## config.mk

```make
export PLATFORM = sky130hd
export DESIGN_NAME = suks_cell
export DESIGN_NICKNAME = d
export VERILOG_FILES = /design/src/assert_macros.svh /design/src/suks_pkg.sv /design/src/suks_cell.sv
export SDC_FILE = /design/constraint.sdc
export NUM_CORES = 1
export LEC_CHECK = 0
export BUFFER_PORTS_ARGS = -buffer_cell sky130_fd_sc_hd__buf_2
export CORE_AREA = 3 3 78 80
export DETAILED_ROUTE_END_ITERATION = 12
export DIE_AREA = 0 0 81 83
export GPL_TIMING_DRIVEN = 0
export HOLD_SLACK_MARGIN = 0.03
export PLACE_DENSITY = 0.7
export RECOVER_POWER = 100
export SLEW_MARGIN = 25
export SYNTH_ARGS = -nofsm -noshare
export SYNTH_HDL_FRONTEND = slang
export SYNTH_SLANG_ARGS = --single-unit
```

## constraint.sdc

```tcl
create_clock -name clk -period 3.6 [get_ports clk]
set_input_delay 0.72 -clock clk [delete_from_list [all_inputs] [get_ports clk]]
set_output_delay 0.72 -clock clk [all_outputs]
set_load 0.01 [all_outputs]
```

## src/assert_macros.svh

```systemverilog
// assertion macros shared by the rtl
`ifndef ASSERT_MACROS_SVH
`define ASSERT_MACROS_SVH

`ifndef ASSERT_OFF

`define ASSERT_HOLDS(lbl, clk, rst_n, prop) \
	lbl: assert property (@(posedge clk) disable iff (!rst_n) (prop)) \
		else $error("assertion failed");

`define ASSERT_NEVER(lbl, clk, rst_n, prop) \
	lbl: assert property (@(posedge clk) disable iff (!rst_n) !(prop)) \
		else $error("forbidden condition seen");

`else

`define ASSERT_HOLDS(lbl, clk, rst_n, prop)

`define ASSERT_NEVER(lbl, clk, rst_n, prop)

`endif

`endif

```

## src/suks_pkg.sv

```systemverilog
package suks_pkg;

	localparam int CAPACITY_DEF = 64;
	localparam int KEY_BITS_DEF = 32;
	localparam int MODE_W       = 2;
	localparam int KEY_W        = 32;
	localparam int ENTRIES_W    = 7;

	typedef enum logic [MODE_W-1:0] {
		MODE_INSERT = 2'd0,
		MODE_LOOKUP = 2'd1,
		MODE_CLEAR  = 2'd2
	} mode_t;

	// control into one cell
	typedef struct packed {
		logic valid;
		logic wr;
		logic left_lt;
	} cell_ctl_t;

	// compare status out of one cell
	typedef struct packed {
		logic lt;
		logic eq;
	} cell_stat_t;

endpackage

```

## src/suks_cell.sv

```systemverilog
module suks_cell import suks_pkg::*; #(
	parameter int KEY_BITS = KEY_BITS_DEF
) (
	input  logic                clk,
	input  cell_ctl_t           ctl,
	input  logic [KEY_BITS-1:0] k,
	input  logic [KEY_BITS-1:0] left_key,
	output cell_stat_t          stat,
	output logic [KEY_BITS-1:0] key_q
);

	always_comb begin
		stat.lt = ctl.valid && (key_q < k);
		stat.eq = ctl.valid && (key_q == k);
	end

	// on an insert: keep if below the new key, take the new key at the insert point, else shift right
	always_ff @(posedge clk) begin
		if (ctl.wr && !stat.lt) begin
			if (ctl.left_lt) begin
				key_q <= k;
			end else begin
				key_q <= left_key;
			end
		end
	end

endmodule
```

* Word level (Yosys, flattened, before mapping)
Cells that the tools add are included.
** Word-level totals
- Bits of input ports :: 68
- Output and inout port bits :: 34
- Word-level logic and storage cells :: 8
- Register bits :: 32
** Cells by class
- Multiplexer cells :: 1
- Reductions and logical operators :: 4
- Magnitude comparators :: 1
- Equality and inequality tests :: 1
** Operators with widths (count)
- equality test 32 bit :: 1
- less-than comparator 32 bit :: 1
- 2-to-1 mux 32 bit :: 1
- logical AND 1 bit :: 3
- zero test 1 bit :: 1

* Depth between registers and ports, before layout
Gate-level depths: netlist (run 1).
- Depth in word-level cells :: 4
- Depth in mapped cells :: 7

* Least setup slack after synthesis (run 1)
OpenSTA, ideal clock, no wires.
- Kind :: input to register
- From :: in k[15]
- To :: reg key_q[0], enable pin
- Arrival :: 3.460 ns
- Stages on the path :: 7
- Required time :: 3.159 ns
- Setup slack :: -0.301 ns
- Library setup time :: 0.441 ns
- Cell sequence :: inv_1 > ha_1 > nand4_1 > nor4_1 > a21boi_0 > o41ai_1 > a31oi_1
** On the way
- Word-level cells in the longest chain between the ends :: 4
** RTL lines
- start: declaration :: line suks_cell.sv:6 : input logic [KEY_BITS-1:0] k,
- less-than comparator 32 bit :: line suks_cell.sv:13 : stat.lt = ctl.valid && (key_q < k);
- logical AND 1 bit :: line suks_cell.sv:13
- zero test 1 bit :: line suks_cell.sv:19 : if (ctl.wr && !stat.lt) begin
- logical AND 1 bit :: line suks_cell.sv:19
- end signal: assignment :: line suks_cell.sv:21 : key_q <= k;
- end signal: assignment :: line suks_cell.sv:23 : key_q <= left_key;
- end: declaration :: line suks_cell.sv:9 : output logic [KEY_BITS-1:0] key_q
No other way between the ends.
A chain may end at the register's enable or synchronous reset.

==> impl_results.md, run 1 <==
* EDFF count, synth at 32
* Setup tns final at 0 ns
* Max_slew headroom at 0.596
* Max reg flops at 32
* Top-count cell post-synth: inv_1
* Slew Viols, Final at 0
* Clock buffer count from CTS at 5
* RePlAce Congestion at 0.695
* Largest net degree at the start of global routing at 21
* CP top delay family: simple AND/OR/NAND/NOR gates
* Cell area after synthesis at 0.00216 mm2
* CP max-delay cell: nor4_1
* Async set-or-reset flop fraction in the synthesized netlist at 0
* Sequential cell area fraction in the yosys report at 0.445
* Final core occ at 0.518
* Setup Viol. Count Final at 0
* Final Critical Period at 3.23 ns
* TritonCTS clock tree: built
* Worst vdd ir at 180 uV
* # port buffers at 100
* MaxCap Viol Count at 0
* Biggest regs: key_q (32)
* Clk slew on worst S/H paths at 0.07 ns
* Number of DRC markers in iteration 0 at 11
* Initial DRT Pass Iterations at 4
* Req. time, crit path at 2.88 ns
* WP data arrival at 2.51 ns
* Width of the die at 81 um
* DP Worst Slack at 0.198 ns
* GRT Residual Overflow at 0
* Later-pin clock latency in the skew report at 0.28 ns
* HP Class: input pin to flip-flop
* I/O pin count at 102
* CP Launch Type: input pin
* Gr usage total at 0.150
* Most flops, register: key_q
* Fin worst setup slack at 0.371 ns
* Clock Path Buffers at 2
* Synth cell count leaders: inv_1 (34), edfxtp_1 (32), ha_1 (32), mux2_2 (32), a21oi_1 (10)
* Fmax at 310 MHz
* Initial antenna violation count at 0
* DRC Markers at 0
* Clock skew at 0.00734 ns
* Power per Cell Area at 334 mW/mm2
* CP Capture Type: primary output
* WL final at 4700 um
* Final Hold Fails at 0
* Layout cells sized above 1 at 0.366
* Fillcell total at 546
* Critical path class: input pin to primary output
* Diode count at 0
* TritonCTS Sinks at 32
* Slowest cell delay on critical path at 0.39 ns
* YS warnings at 0
* Initial core utilization at 0.395
* Die area at 0.00672 mm2
* Crit path cell chain: buf_2, inv_1, ha_1, nand4_1, nor4_1, a21boi_0, o41ai_2, and3_1, clkbuf_1
* Ys flop type: edfxtp_1
* First-pass GRT wire length at 7900 um
* Syn_nets at 283
* Syn Inst Count at 183
* # H-tree levels at 2
* Avg WL per Cell at 12.9 um
* Final net count at 391
* Fin crit share at 0.897
* Die Ht at 83 um
* Row count at 27
* Unrepaired setup endpoints after global routing: no
* Least-Margin Pin Slew at 0.605 ns
* Yosys cell types at 27
* HPWL after DPL at 3970 um
* Vias in the first global route at 1771
* Total number of vias at 1713
* WP buf/inv at 3
* Status: finished clean
* Synthesis-to-layout area growth at 31.2%
* Clock Tree Root: clkbuf_8
* Largest cells by area after synthesis: edfxtp_1 (44%), ha_1 (19%), mux2_2 (17%)
* Crit path max fanout at 3
* Post-CTS Repair Setup Buffers at 0
* Post-CTS Hold Buffers at 0
* Syn_area_per_cell at 11.8 um2
* Yosys reg bits at 32
* Yosys top cell area share at 0.445
* Largest area contributor in the netlist: edfxtp_1
* Leak at 1.32 nW
* Post-DRT Antenna Nets at 0
* CORE AREA at 0.00547 mm2
* Routed vias/inst at 4.71
[kinds of logic after synthesis]
kind of cell               Yosys count  synth area share
AOI/OAI and AO/OA                   23            0.0701
adders and majority gates           32             0.185
buffers and inverters               38            0.0677
DFF                                 32             0.445
muxes                               32             0.167
and+or+nand+nor                     26            0.0654
[final cells by class]
cell class                      instances  area [um2]  share of cell area
Buffer                                  4        15.0             0.00530
Clock buffer                            7        76.3              0.0269
Tap cell                               72        90.1              0.0318
Inverter                               34         128              0.0450
Multi-Input combinational cell        113        1080               0.380
Timing Repair Buffer                  101         485               0.171
Clock inverter                          1        3.75             0.00132
Sequential cell                        32         961               0.339
[repair_timing]
| item | 4_1_cts | 5_1_grt |
|---|---|---|
| endpoints found under the setup margin | 0 | 1 |
| hold endpoints to repair | 0 | 0 |
| resized for setup | 0 | 1 |
[stage by stage]
stage          cell area, um2  hold slack [ns]  total power [mW]  cells
2_1_floorplan            2170            0.940             0.599    183
3_3_place_gp             2760             1.02             0.688    355
3_5_place_dp             2790             1.02             0.700    356
4_1_cts                  2870            0.721             0.972    364
5_1_grt                  2840            0.733              1.01    364
6_report                 2840            0.733             0.946    364
[metal layers]
| metal | vias up | track usage | share of wire |
|---|---|---|---|
| li1 | 882 | - | - |
| met1 | 766 | 0.174 | 0.40 |
| met2 | 58 | 0.257 | 0.50 |
| met3 | 7 | 0.0510 | 0.086 |
| met4 | 0 | 0.0415 | 0.0094 |
| met5 | - | 0 | 0 |
[report_power, final]
part,leakage [nW],total [mW],switching (mW),internal (mW)
clock,0.0399,0.265,0.130,0.135
combinational,0.974,0.218,0.110,0.109
sequential,0.306,0.462,0.0143,0.448
total,1.32,0.946,0.255,0.691
[final timing paths]
kind | start | end | cells past startpoint | slack (ns)
setup / recovery | k[13] | stat[1] | 9 | 0.37
hold / removal | left_key[26] | key_q[26] | 2 | 0.73
setup reg to reg | key_q[15] | key_q[25] | 7 | 0.74
hold reg to reg | key_q[24] | key_q[31] | 5 | 1.27
[layout by cell type, fill, tap and decap left out]
master | netlist | routed
a211oi_1 | 1 | 1
a21boi_0 | 1 | 1
a21o_1 | 2 | 2
a21oi_1 | 10 | 10
a221o_1 | 2 | 2
a31oi_4 | 0 | 1
and3_1 | 3 | 3
and4_1 | 1 | 1
and4_2 | 1 | 1
buf_16 | 0 | 1
buf_2 | 3 | 66
clkbuf_1 | 1 | 40
clkbuf_8 | 0 | 5
clkinv_1 | 0 | 1
edfxtp_1 | 32 | 32
ha_1 | 32 | 32
inv_1 | 34 | 34
mux2_2 | 32 | 32
nand2_1 | 7 | 7
nand3_1 | 2 | 2
nand4_1 | 5 | 5
nor2_1 | 2 | 2
nor2b_1 | 2 | 2
nor3_1 | 2 | 2
nor4_1 | 1 | 1
o2111a_1 | 1 | 1
o211ai_1 | 1 | 1
o21a_1 | 1 | 1
o21ai_0 | 2 | 2
o41ai_2 | 0 | 1
Power figures use the tool's default switching activity.
==> run 2, diff against run 1 <==
--- a/config.mk
+++ b/config.mk
@@ -13,6 +13,7 @@
 export HOLD_SLACK_MARGIN = 0.03
 export PLACE_DENSITY = 0.7
 export RECOVER_POWER = 100
+export REMOVE_ABC_BUFFERS = 1
 export SLEW_MARGIN = 25
 export SYNTH_ARGS = -nofsm -noshare
 export SYNTH_HDL_FRONTEND = slang
==> run 2 against run 1 <==
Net effect:
- the flow now finishes with violations (capacitance limit, slew limit)
- critical path depth stayed put
- die area is the same
- combinational power about the same
- core utilization fell by 0.18 points
- final cell count fell by 0.82%
- largest power group unchanged
- highest routed layer unchanged
- clock power is essentially flat
- worst hold slack better by 0.0072 ns
- critical path type unchanged
==> impl_results.md, run 2 (synthesis results as in run 1) <==
* Status: finished, violations left
* Failing checks: capacitance limit, slew limit
* Fin cells at 361
* Max reg flops at 32
* Pwr Total at 0.942 mW
* Final Critical Period at 3.26 ns
* Number of DRC markers in iteration 0 at 53
* Pint at 0.687 mW
* Critical path class: input pin to primary output
* CP top delay family: simple AND/OR/NAND/NOR gates
* Commonest non-fill, non-tap cell in the layout: buf_2
* WP buf/inv at 3
* WP data arrival at 2.54 ns
* DRC Markers at 0
* NetSw at 0.255 mW
* Post-DRT Antenna Nets at 0
* Clk slew on worst S/H paths at 0.07 ns
* Cell mode on critical path: clkbuf_1
* Net Sw Frac at 0.271
* WL final at 4720 um
* Initial DRT Pass Iterations at 4
* Post-CTS Hold Buffers at 0
* Req. time, crit path at 2.88 ns
* First-pass GRT wire length at 7470 um
* Detailed route wirelength on metal3 at 494 um
* MaxCap Viol Count at 1
* Layout cells sized above 1 at 0.370
* Unrepaired setup endpoints after global routing: no
* Largest net degree at the start of global routing at 33
* Top Metal Used: met4
* Biggest regs: key_q (32)
* Vias in the first global route at 1738
* Fin crit share at 0.907
* Clock skew at 0.00238 ns
* Later-pin clock latency in the skew report at 0.28 ns
* Avg WL per Cell at 13.1 um
* Hold Slack at 0.741 ns
* Clock Path Buffers at 2
* Wire length on met2 at 2240 um
* Cell Area, Placed at 0.00278 mm2
* HPWL after DPL at 3830 um
* Fmax at 306 MHz
* Initial core utilization at 0.395
* Crit path cell chain: clkbuf_1, inv_1, ha_1, nand4_1, nor4_1, a21boi_0, o41ai_2, and3_1, clkbuf_1
* CP max-delay cell: nor4_1
* Slew Viols, Final at 33
* Final non-filler cell area at 0.00283 mm2
* Initial antenna violation count at 0
* Diode count at 0
* CP Launch Type: input pin
* Most frequent cells in the layout: buf_2 (65), clkbuf_1 (36), inv_1 (34), ha_1 (32), edfxtp_1 (32)
* Total number of vias at 1720
* Crit path max fanout at 3
* Die Ht at 83 um
* Fin worst setup slack at 0.336 ns
* Leak at 1.32 nW
* Power per Cell Area at 334 mW/mm2
* CP Capture Type: primary output
* Placed Cells incl. Taps at 353
* Clock power frac at 0.278
* DP Worst Slack at 0.183 ns
* I/O pin count at 102
* Final Hold Fails at 0
* Synthesis-to-layout area growth at 30.7%
* Final net count at 388
* Gr usage total at 0.140
* Setup Viol. Count Final at 0
* Sequential Power Share at 0.491
* Combinational Power Share at 0.231
* HP Class: input pin to flip-flop
* Die area at 0.00672 mm2
* Worst vdd ir at 143 uV
* GRT Residual Overflow at 0
* WL met1 at 1970 um
* # port buffers at 101
* Max_slew headroom at -0.171
* TritonCTS clock tree: built
* Most flops, register: key_q
* Clock Tree Root: clkbuf_8
* # H-tree levels at 2
* TritonCTS Sinks at 32
* CORE AREA at 0.00547 mm2
* Clock buffer count from CTS at 5
* Slowest cell delay on critical path at 0.41 ns
* Width of the die at 81 um
* Least-Margin Pin Slew at 1.76 ns
* Routed vias/inst at 4.76
* RePlAce Congestion at 0.694
* Row count at 27
-- run 2: cell count changes in the layout (fill, tap and decap cells not counted), sizes merged --
| cell | delta |
|---|---|
| buf | -1 |
| clkbuf | -4 |
| clkinv | +2 |
-- run 2: stage by stage --
stage / util / setup TNS [ns]
final: 0.516 / 0
after global routing: 0.516 / 0
after CTS: 0.523 / 0
after detailed placement: 0.508 / 0
after global placement: 0.500 / -51.32
after floorplan: - / -9.62
-- run 2: final cells by class --
cell class | count | area [um2]
clock buffer | 5 | 68.8
clock inverter | 3 | 13.8
fill | 544 | 2650
inverter | 34 | 128
multi-input combinational | 113 | 1080
sequential | 32 | 961
tap | 72 | 90.1
timing repair buffer | 102 | 488
-- run 2: power by group through the flow --
stage	clock [mW]	combinational (mW)	sequential (mW)
6_report	0.262	0.217	0.463
5_1_grt	0.290	0.250	0.467
4_1_cts	0.276	0.229	0.462
3_5_place_dp	0	0.227	0.471
3_3_place_gp	0	0.217	0.472
2_1_floorplan	0	0.109	0.485
-- run 2: path summary, 6_finish.rpt --
kind                 from         to  slack (ns)  cells after the start
min reg2reg     key_q[24]  key_q[30]        1.29                      5
max                 k[13]    stat[1]        0.34                      9
min          left_key[17]  key_q[17]        0.74                      2
max reg2reg     key_q[14]  key_q[24]        0.70                      7
-- run 2: worst reg2reg max path, stage by stage, from the launching register on --
cell      delay [ns]
edfxtp_1        0.40
ha_1            0.31
nand4_1         0.17
nor4_1          0.41
a21boi_0        0.32
o41ai_2         0.17
a31oi_4         0.59
buf_16          0.24
-- run 2: routing by layer --
metal,vias up,track usage
met5,-,0
li1,878,-
met1,771,0.173
met3,2,0.0466
met2,69,0.235
met4,0,0.0323
-- run 2: timing repair --
item,CTS,global route
endpoints found under the hold margin,0,0
setup buffers,0,0
resized for setup,0,1
endpoints found under the setup margin,0,1
